[src/rtl/core/sj2j_pkg.sv]
// Shared types and constants for the Shift-JIS to ISO-2022-JP encoder.
// No dependencies; imported by every module of the block.
package sj2j_pkg;

    localparam logic [7:0] ESC_CHAR    = 8'h1B;
    localparam logic [7:0] CH_DOLLAR   = 8'h24;
    localparam logic [7:0] CH_LPAREN   = 8'h28;
    localparam logic [7:0] CH_B        = 8'h42;

    localparam logic [7:0] LEAD1_LO    = 8'h81;
    localparam logic [7:0] LEAD1_HI    = 8'h9F;
    localparam logic [7:0] LEAD2_LO    = 8'hE0;
    localparam logic [7:0] LEAD2_HI    = 8'hEF;

    localparam logic [7:0] ROW_SPLIT   = 8'hA0;
    localparam logic [7:0] ROW_OFS_LO  = 8'h70;
    localparam logic [7:0] ROW_OFS_HI  = 8'hB0;
    localparam logic [7:0] TRAIL_SPLIT = 8'h9F;
    localparam logic [7:0] TRAIL_GAP   = 8'h7F;
    localparam logic [7:0] COL_OFS_A   = 8'h20;
    localparam logic [7:0] COL_OFS_B   = 8'h1F;
    localparam logic [7:0] COL_OFS_C   = 8'h7E;

    // One output request: optional leading escape, up to two data bytes,
    // optional trailing ESC ( B.
    typedef struct packed {
        logic       esc_pre;        // leading escape present
        logic       pre_kanji;      // 1: ESC $ B, 0: ESC ( B
        logic [1:0] n_data;         // data bytes, 0..2
        logic [7:0] d0;
        logic [7:0] d1;
        logic       orphan;         // data byte is a lone lead
        logic       esc_post;       // trailing ESC ( B
    } t_cmd;

    function automatic logic is_lead(input logic [7:0] c);
        return (c >= LEAD1_LO && c <= LEAD1_HI) || (c >= LEAD2_LO && c <= LEAD2_HI);
    endfunction

endpackage

[src/rtl/core/sjis_to_iso2022jp_encoder.sv]
// Shift-JIS to ISO-2022-JP encoder, top level.
// Input accepted every cycle while the request queue has room; a source byte
// passes through the queue and the back end's request register to the output.
// The back end emits one output byte per cycle while i_ready is high; an
// item holds it until its last result, so the byte sequencer sets throughput.
// Synchronous active-low reset: ASCII mode, no lead held, queue empty.
module sjis_to_iso2022jp_encoder
    import sj2j_pkg::*;
#(
    parameter int QUEUE_DEPTH = 4
) (
    input  logic       i_clk,
    input  logic       i_rst_n,
    input  logic       i_valid,
    output logic       o_ready,
    input  logic [7:0] i_in_byte,
    input  logic       i_end_of_text,
    output logic       o_valid,
    input  logic       i_ready,
    output logic [7:0] o_out_byte,
    output logic       o_run_last,
    output logic       o_orphan_lead
);

    logic w_push;
    logic w_full;
    logic w_pop;
    logic w_q_valid;
    t_cmd w_push_cmd;
    t_cmd w_q_cmd;

    sj2j_front u_front (
        .i_clk         (i_clk),
        .i_rst_n       (i_rst_n),
        .i_valid       (i_valid),
        .o_ready       (o_ready),
        .i_in_byte     (i_in_byte),
        .i_end_of_text (i_end_of_text),
        .i_q_full      (w_full),
        .o_push        (w_push),
        .o_cmd         (w_push_cmd)
    );

    sj2j_queue #(
        .DEPTH (QUEUE_DEPTH)
    ) u_queue (
        .i_clk   (i_clk),
        .i_rst_n (i_rst_n),
        .i_push  (w_push),
        .i_cmd   (w_push_cmd),
        .o_full  (w_full),
        .i_pop   (w_pop),
        .o_valid (w_q_valid),
        .o_cmd   (w_q_cmd)
    );

    sj2j_back u_back (
        .i_clk         (i_clk),
        .i_rst_n       (i_rst_n),
        .i_q_valid     (w_q_valid),
        .i_q_cmd       (w_q_cmd),
        .o_pop         (w_pop),
        .o_valid       (o_valid),
        .i_ready       (i_ready),
        .o_out_byte    (o_out_byte),
        .o_run_last    (o_run_last),
        .o_orphan_lead (o_orphan_lead)
    );

endmodule

[src/rtl/core/sj2j_front.sv]
// Front end: accepts bytes, tracks kanji mode and held lead, and turns each
// byte into a request except a lead held in kanji mode. Depends on sj2j_pkg.
module sj2j_front
    import sj2j_pkg::*;
(
    input  logic       i_clk,
    input  logic       i_rst_n,
    input  logic       i_valid,
    output logic       o_ready,
    input  logic [7:0] i_in_byte,
    input  logic       i_end_of_text,
    input  logic       i_q_full,
    output logic       o_push,
    output t_cmd       o_cmd
);

    logic       r_kanji, n_kanji;
    logic       r_pending, n_pending;
    logic [7:0] r_held, n_held;

    logic       w_accept;
    logic       w_has_out;
    logic [7:0] w_row;
    logic [7:0] w_j1;
    logic [7:0] w_j2;
    logic       w_lead;

    assign o_ready  = !i_q_full;
    assign w_accept = i_valid && o_ready;
    assign w_lead   = is_lead(i_in_byte);

    always_comb begin
        w_row = r_held - ((r_held < ROW_SPLIT) ? ROW_OFS_LO : ROW_OFS_HI);
        w_j1  = {w_row[6:0], 1'b0} - {7'd0, (i_in_byte < TRAIL_SPLIT)};
        if (i_in_byte < TRAIL_SPLIT) begin
            w_j2 = i_in_byte - ((i_in_byte > TRAIL_GAP) ? COL_OFS_A : COL_OFS_B);
        end else begin
            w_j2 = i_in_byte - COL_OFS_C;
        end
    end

    always_comb begin
        o_cmd     = '0;
        w_has_out = 1'b1;
        n_kanji   = r_kanji;
        n_pending = r_pending;
        n_held    = r_held;
        if (r_pending) begin
            o_cmd.n_data   = 2'd2;
            o_cmd.d0       = w_j1;
            o_cmd.d1       = w_j2;
            o_cmd.esc_post = i_end_of_text && r_kanji;
            n_kanji        = r_kanji && !i_end_of_text;
            n_pending      = 1'b0;
            n_held         = 8'h00;
        end else if (w_lead && !i_end_of_text) begin
            // lead byte held; silently if already in kanji mode, else after ESC $ B
            o_cmd.esc_pre   = !r_kanji;
            o_cmd.pre_kanji = 1'b1;
            w_has_out       = !r_kanji;
            n_kanji         = 1'b1;
            n_pending       = 1'b1;
            n_held          = i_in_byte;
        end else begin
            o_cmd.esc_pre   = r_kanji;
            o_cmd.pre_kanji = 1'b0;
            o_cmd.n_data    = 2'd1;
            o_cmd.d0        = i_in_byte;
            o_cmd.orphan    = w_lead && i_end_of_text;
            n_kanji         = 1'b0;
        end
        if (i_end_of_text) begin
            n_pending = 1'b0;
            n_held    = 8'h00;
        end
    end

    assign o_push = w_accept && w_has_out;

    always_ff @(posedge i_clk) begin
        if (!i_rst_n) begin
            r_kanji   <= 1'b0;
            r_pending <= 1'b0;
            r_held    <= 8'h00;
        end else if (w_accept) begin
            r_kanji   <= n_kanji;
            r_pending <= n_pending;
            r_held    <= n_held;
        end
    end

endmodule

[src/rtl/core/sj2j_queue.sv]
// Request queue between front and back ends, DEPTH entries of t_cmd.
// Depends on sj2j_pkg.
module sj2j_queue
    import sj2j_pkg::*;
#(
    parameter int DEPTH = 4
) (
    input  logic i_clk,
    input  logic i_rst_n,
    input  logic i_push,
    input  t_cmd i_cmd,
    output logic o_full,
    input  logic i_pop,
    output logic o_valid,
    output t_cmd o_cmd
);

    localparam int PW = $clog2(DEPTH);
    localparam int CW = $clog2(DEPTH + 1);

    t_cmd            r_mem [DEPTH];
    logic [PW-1:0]   r_wr, n_wr;
    logic [PW-1:0]   r_rd, n_rd;
    logic [CW-1:0]   r_count, n_count;

    assign o_full  = (r_count == CW'(DEPTH));
    assign o_valid = (r_count != '0);
    assign o_cmd   = r_mem[r_rd];

    always_comb begin
        n_wr    = r_wr;
        n_rd    = r_rd;
        n_count = r_count;
        if (i_push) begin
            n_wr = (r_wr == PW'(DEPTH - 1)) ? '0 : r_wr + 1'b1;
        end
        if (i_pop) begin
            n_rd = (r_rd == PW'(DEPTH - 1)) ? '0 : r_rd + 1'b1;
        end
        case ({i_push, i_pop})
            2'b10:   n_count = r_count + 1'b1;
            2'b01:   n_count = r_count - 1'b1;
            default: n_count = r_count;
        endcase
    end

    always_ff @(posedge i_clk) begin
        if (i_push) begin
            r_mem[r_wr] <= i_cmd;
        end
    end

    always_ff @(posedge i_clk) begin
        if (!i_rst_n) begin
            r_wr    <= '0;
            r_rd    <= '0;
            r_count <= '0;
        end else begin
            r_wr    <= n_wr;
            r_rd    <= n_rd;
            r_count <= n_count;
        end
    end

`ifndef ASSERT_OFF
    a_no_overflow: assert property (@(posedge i_clk) disable iff (!i_rst_n)
        i_push |-> !o_full)
        else $error("queue push while full");
    a_no_underflow: assert property (@(posedge i_clk) disable iff (!i_rst_n)
        i_pop |-> o_valid)
        else $error("queue pop while empty");
    a_count_track: assert property (@(posedge i_clk) disable iff (!i_rst_n)
        (i_push && !i_pop) |=> (r_count == $past(r_count) + 1'b1))
        else $error("queue count lost a push");
`endif

endmodule

[src/rtl/core/sj2j_back.sv]
// Back end: expands one request into its escape and data bytes, one byte
// per cycle while i_ready is high, on the output channel. Depends on sj2j_pkg.
module sj2j_back
    import sj2j_pkg::*;
(
    input  logic       i_clk,
    input  logic       i_rst_n,
    input  logic       i_q_valid,
    input  t_cmd       i_q_cmd,
    output logic       o_pop,
    output logic       o_valid,
    input  logic       i_ready,
    output logic [7:0] o_out_byte,
    output logic       o_run_last,
    output logic       o_orphan_lead
);

    t_cmd       r_cmd;
    logic       r_busy, n_busy;
    logic [2:0] r_idx, n_idx;

    logic [3:0] w_len;
    logic [2:0] w_pre;
    logic [2:0] w_k;
    logic [2:0] w_p;
    logic       w_last;
    logic       w_done;
    logic       w_load;

    function automatic logic [7:0] esc_byte(input logic [1:0] pos, input logic kanji);
        logic [7:0] b;
        case (pos)
            2'd0:    b = ESC_CHAR;
            2'd1:    b = kanji ? CH_DOLLAR : CH_LPAREN;
            default: b = CH_B;
        endcase
        return b;
    endfunction

    always_comb begin
        w_pre = r_cmd.esc_pre ? 3'd3 : 3'd0;
        w_len = {1'b0, w_pre} + {2'b00, r_cmd.n_data} + (r_cmd.esc_post ? 4'd3 : 4'd0);
        w_k   = r_idx - w_pre;
        w_p   = w_k - {1'b0, r_cmd.n_data};
        o_orphan_lead = 1'b0;
        if (r_idx < w_pre) begin
            o_out_byte = esc_byte(r_idx[1:0], r_cmd.pre_kanji);
        end else if (w_k < {1'b0, r_cmd.n_data}) begin
            o_out_byte    = w_k[0] ? r_cmd.d1 : r_cmd.d0;
            o_orphan_lead = r_cmd.orphan;
        end else begin
            o_out_byte = esc_byte(w_p[1:0], 1'b0);
        end
    end

    assign w_last     = ({1'b0, r_idx} == w_len - 4'd1);
    assign o_valid    = r_busy;
    assign o_run_last = w_last;
    assign w_done     = r_busy && i_ready && w_last;
    assign w_load     = (!r_busy || w_done) && i_q_valid;
    assign o_pop      = w_load;

    always_comb begin
        n_busy = r_busy;
        n_idx  = r_idx;
        if (w_load) begin
            n_busy = 1'b1;
            n_idx  = 3'd0;
        end else if (w_done) begin
            n_busy = 1'b0;
        end else if (r_busy && i_ready) begin
            n_idx = r_idx + 3'd1;
        end
    end

    always_ff @(posedge i_clk) begin
        if (w_load) begin
            r_cmd <= i_q_cmd;
        end
    end

    always_ff @(posedge i_clk) begin
        if (!i_rst_n) begin
            r_busy <= 1'b0;
            r_idx  <= 3'd0;
        end else begin
            r_busy <= n_busy;
            r_idx  <= n_idx;
        end
    end

`ifndef ASSERT_OFF
    a_idx_in_range: assert property (@(posedge i_clk) disable iff (!i_rst_n)
        r_busy |-> ({1'b0, r_idx} < w_len))
        else $error("byte index past end of request");
    a_no_empty_req: assert property (@(posedge i_clk) disable iff (!i_rst_n)
        w_load |=> (w_len != 4'd0))
        else $error("empty request loaded");
    a_orphan_last: assert property (@(posedge i_clk) disable iff (!i_rst_n)
        (r_busy && o_orphan_lead) |-> o_run_last)
        else $error("orphan lead not on last byte");
`endif

endmodule
[config.mk]
export PLATFORM = sky130hd
export DESIGN_NAME = sjis_to_iso2022jp_encoder
export DESIGN_NICKNAME = d
export VERILOG_FILES = /design/src/rtl/core/sj2j_pkg.sv /design/src/rtl/core/sjis_to_iso2022jp_encoder.sv /design/src/rtl/core/sj2j_front.sv /design/src/rtl/core/sj2j_queue.sv /design/src/rtl/core/sj2j_back.sv
export SDC_FILE = /design/constraint.sdc
export NUM_CORES = 1
export LEC_CHECK = 0
export BUFFER_PORTS_ARGS = -buffer_cell sky130_fd_sc_hd__buf_2
export CAP_MARGIN = 20
export CORE_MARGIN = 4
export CORE_UTILIZATION = 40
export DETAILED_ROUTE_END_ITERATION = 6
export PLACE_DENSITY = 0.59
export SETUP_SLACK_MARGIN = 0.02
export SLEW_MARGIN = 0
export SYNTH_ARGS = -nofsm -noshare
export SYNTH_HDL_FRONTEND = slang
export SYNTH_SLANG_ARGS = --single-unit
[constraint.sdc]
create_clock -name i_clk -period 6.6 [get_ports i_clk]
set_clock_uncertainty 0.15 [all_clocks]
set_input_delay 0.33 -clock i_clk [delete_from_list [all_inputs] [get_ports i_clk]]
set_output_delay 0.33 -clock i_clk [all_outputs]
set_load 0.02 [all_outputs]
==> impl_metrics.py <==
metrics = {
    "run": {
        "drv_cap": 0,
    },
    "logic_synthesis": {
        "syn-num-nets": 470,
        "netlist.area_leader.share": 0.532,
        "netlist_instances": 424,
        "yosys.area.top_type": "edfxtp_1",
        "synthDistinctLibCells": 61,
        "ys_top_cells_by_count": "edfxtp_1, ha_1, inv_1, nor2_1, mux4_2",
        "async_reset_ff_frac": 0,
        "yosysSeqAreaShare": 0.600,
        "synthTopCellsByArea": "edfxtp_1, mux4_2, dfxtp_1",
        "post-synth-top-count-cell": "edfxtp_1",
        "yosys_register_bits": 131,
        "ys.warnings.count": 0,
        "ys.flop_type": "edfxtp_1",
        "syn_avg_cell_area_sq_um": 14.6,
        "synth_edf_count": 110,
        "syn-cell-area_sq_um": 6210,
    },
    "drt": {
        "ant_nets": 0,
        "dr_wl_met3_um": 319,
        "drtPass1Iterations": 4,
        "vias": 3441,
        "top_layer_used": "met4",
        "routed_wl_um": 11400,
        "drc": 0,
        "wl_per_cell_um": 17.2,
        "initialDrtViolationCount": 174,
        "viasPerCell": 5.22,
        "wl_met2_um": 5530,
        "wl_met1_um": 5360,
    },
    "clocking": {
        "cts_sinks": 131,
        "clk_latency_ps": 400,
        "cts_hold_buf": 0,
        "clkTransAtPathRegs_ps": 50,
        "htree_num_levels": 4,
        "cts.path.max_buffers": 2,
        "postCtsSetupBuffers": 0,
        "ctsResizeCount": 0,
        "numCtsBuffers": 17,
        "cts_tree": "yes",
        "root_buffer": "clkbuf_16",
    },
    "timing": {
        "holdWs_ps": 115,
        "setup_tns_ps": 0,
        "drv_slew": 0,
        "max_slew.worst_pin.slew_ps": 625,
        "max_slew_margin": 0.583,
        "fmax_mhz": 225,
        "period_needed_ps": 4450,
        "fin_crit_sh": 0.674,
        "final_hold_viol_count": 0,
        "setup_viol": 0,
        "rsz0062_at_grt": "false",
    },
    "grt": {
        "grt_max_degree": 26,
        "grt_pass1_wl_um": 19300,
        "antenna_found_initial": 0,
        "grt_usage": 0.141,
        "grt_overflow": 0,
        "grt_pass1_vias": 3645,
    },
    "cells_and_area": {
        "diodes": 0,
        "nets": 506,
        "synthToLayoutAreaGrowth_pct": 13.2,
        "drive_gt1_frac": 0.214,
    },
    "floorplanning": {
        "fp.coreArea_sq_um": 15200,
        "die_w_um": 133,
        "initial_utilization": 0.409,
        "die-area_sq_um": 17600,
        "rows": 45,
        "ios": 25,
        "fp.dieH_um": 133,
    },
    "worst_setup_path": {
        "critPathMaxFanout": 25,
        "cp-start-kind": "register",
        "regToRegSetupSlack_ps": 2150,
        "r2r_cells": 18,
        "arrival_ps": 4600,
        "worst-setup-path-type": "reg2reg",
        "worstPathRequired_ps": 6760,
        "endpoint_kind": "register",
    },
    "power_and_ir_drop": {
        "p_sw_uw": 980,
        "seqPwrFrac": 0.380,
        "peakVddDrop_mv": 0.245,
        "p_leak_nw": 2.54,
        "sw_frac_of_total": 0.325,
        "powerDensity_nw_per_um2": 429,
        "intPower_mw": 2.03,
        "power_frac_comb": 0.351,
        "pwr-share-clk": 0.268,
    },
    "worst_hold_path": {
        "hp-class": "in2reg",
        "hold_depth": 2,
    },
    "run_status": {
        "status": "finished, final reports clean",
    },
    "placed_design": {
        "port_buffers": 24,
        "gp_congestion": 0.771,
        "post-dp-hpwl_um": 7940,
    },
}
cell families (layout without fill, tap and decap cells):
group	Yosys count	after routing	share of synthesized area
AO/OA/AOI/OAI	67	67	0.0810
adder cells (fa/ha/maj)	33	33	0.0725
multiplexers	36	36	0.103
flip-flops	131	131	0.600
buffers and inverters	42	89	0.0330
XOR/XNOR	21	21	0.0296
AND/OR/NAND/NOR	94	94	0.0816
final timing paths:
check	start	to
setup / recovery	u_back.r_cmd[0]$_DFFE_PP_	u_queue.r_count[2]$_SDFFE_PN0P_
hold / removal	i_in_byte[0]	u_front.r_held[0]$_SDFFE_PN0P_
setup reg to reg	u_back.r_cmd[0]$_DFFE_PP_	u_queue.r_count[2]$_SDFFE_PN0P_
hold reg to reg	u_front.r_held[6]$_SDFFE_PN0P_	u_front.r_held[6]$_SDFFE_PN0P_
layout by cell type, fill, tap and decap left out, drive strengths merged, types with 10 or more instances in the layout:
cell type  netlist  routed
buf              7      31
nor2            28      28
a22o            15      15
mux2i           12      12
inv             27      27
ha              28      28
nor3            10      10
dfxtp           21      21
o21ai           15      15
clkbuf           7      23
mux4            22      22
xnor2           12      12
edfxtp         110     110
nand2           20      20
registers in the layout (all words and copies together), names as in the netlist, 2 cells and up:
register	count
u_back.r_cmd	22
u_queue.r_mem	88
u_front.r_held	8
u_queue.r_count	3
u_queue.r_wr	2
u_queue.r_rd	2
u_back.r_idx	3
critical path, cell delays in order, from the launching register on:
cell and delay [ps]:
edfxtp_1 360, inv_1 90, ha_1 250, fa_1 500
inv_1 40, ha_1 180, inv_1 60, fa_1 420
xnor2_1 170, nor4_4 210, a21boi_1 160, nor2_2 90
buf_4 300, ha_1 240, inv_1 60, fa_1 370
xor2_1 160, or3_1 300, a21boi_0 230
power groups by stage:
stage | registers [mW] | clock network [mW] | logic (mW)
finish | 1.15 | 0.809 | 1.06
global route | 1.16 | 0.868 | 1.19
CTS | 1.15 | 0.827 | 1.08
detailed placement | 1.16 | 0 | 1.08
global placement | 1.16 | 0 | 1.06
floorplan | 1.15 | 0 | 0.823
per-stage QoR:
stage / utilization / instance area [sq um] / std cells / total power [mW] / setup WS, ps
final: 0.462 / 7030 / 659 / 3.01 / 2150
after global routing: 0.462 / 7030 / 659 / 3.22 / 1790
after CTS: 0.462 / 7030 / 659 / 3.06 / 2040
after detailed placement: 0.429 / 6520 / 629 / 2.24 / 2100
after global placement: 0.429 / 6520 / 629 / 2.21 / 2310
after floorplan: - / 6210 / 424 / 1.97 / 1820
layer usage:
metal / vias up / track usage
met4: 0 / 0.0554
met1: 1685 / 0.186
met2: 56 / 0.229
met3: 15 / 0.0289
met5: - / 0
li1: 1685 / -
final cells by class:
| cell class | count | area (sq um) |
|---|---|---|
| clock inverters | 7 | 61.3 |
| fillers | 1347 | 8170 |
| multi-input cells | 251 | 2280 |
| flip-flops and latches | 131 | 3720 |
| clock buffers | 23 | 448 |
| repair buffers | 31 | 173 |
| well taps | 188 | 235 |
| inverters | 28 | 105 |
Note: power is estimated with default switching activity, not from simulation.
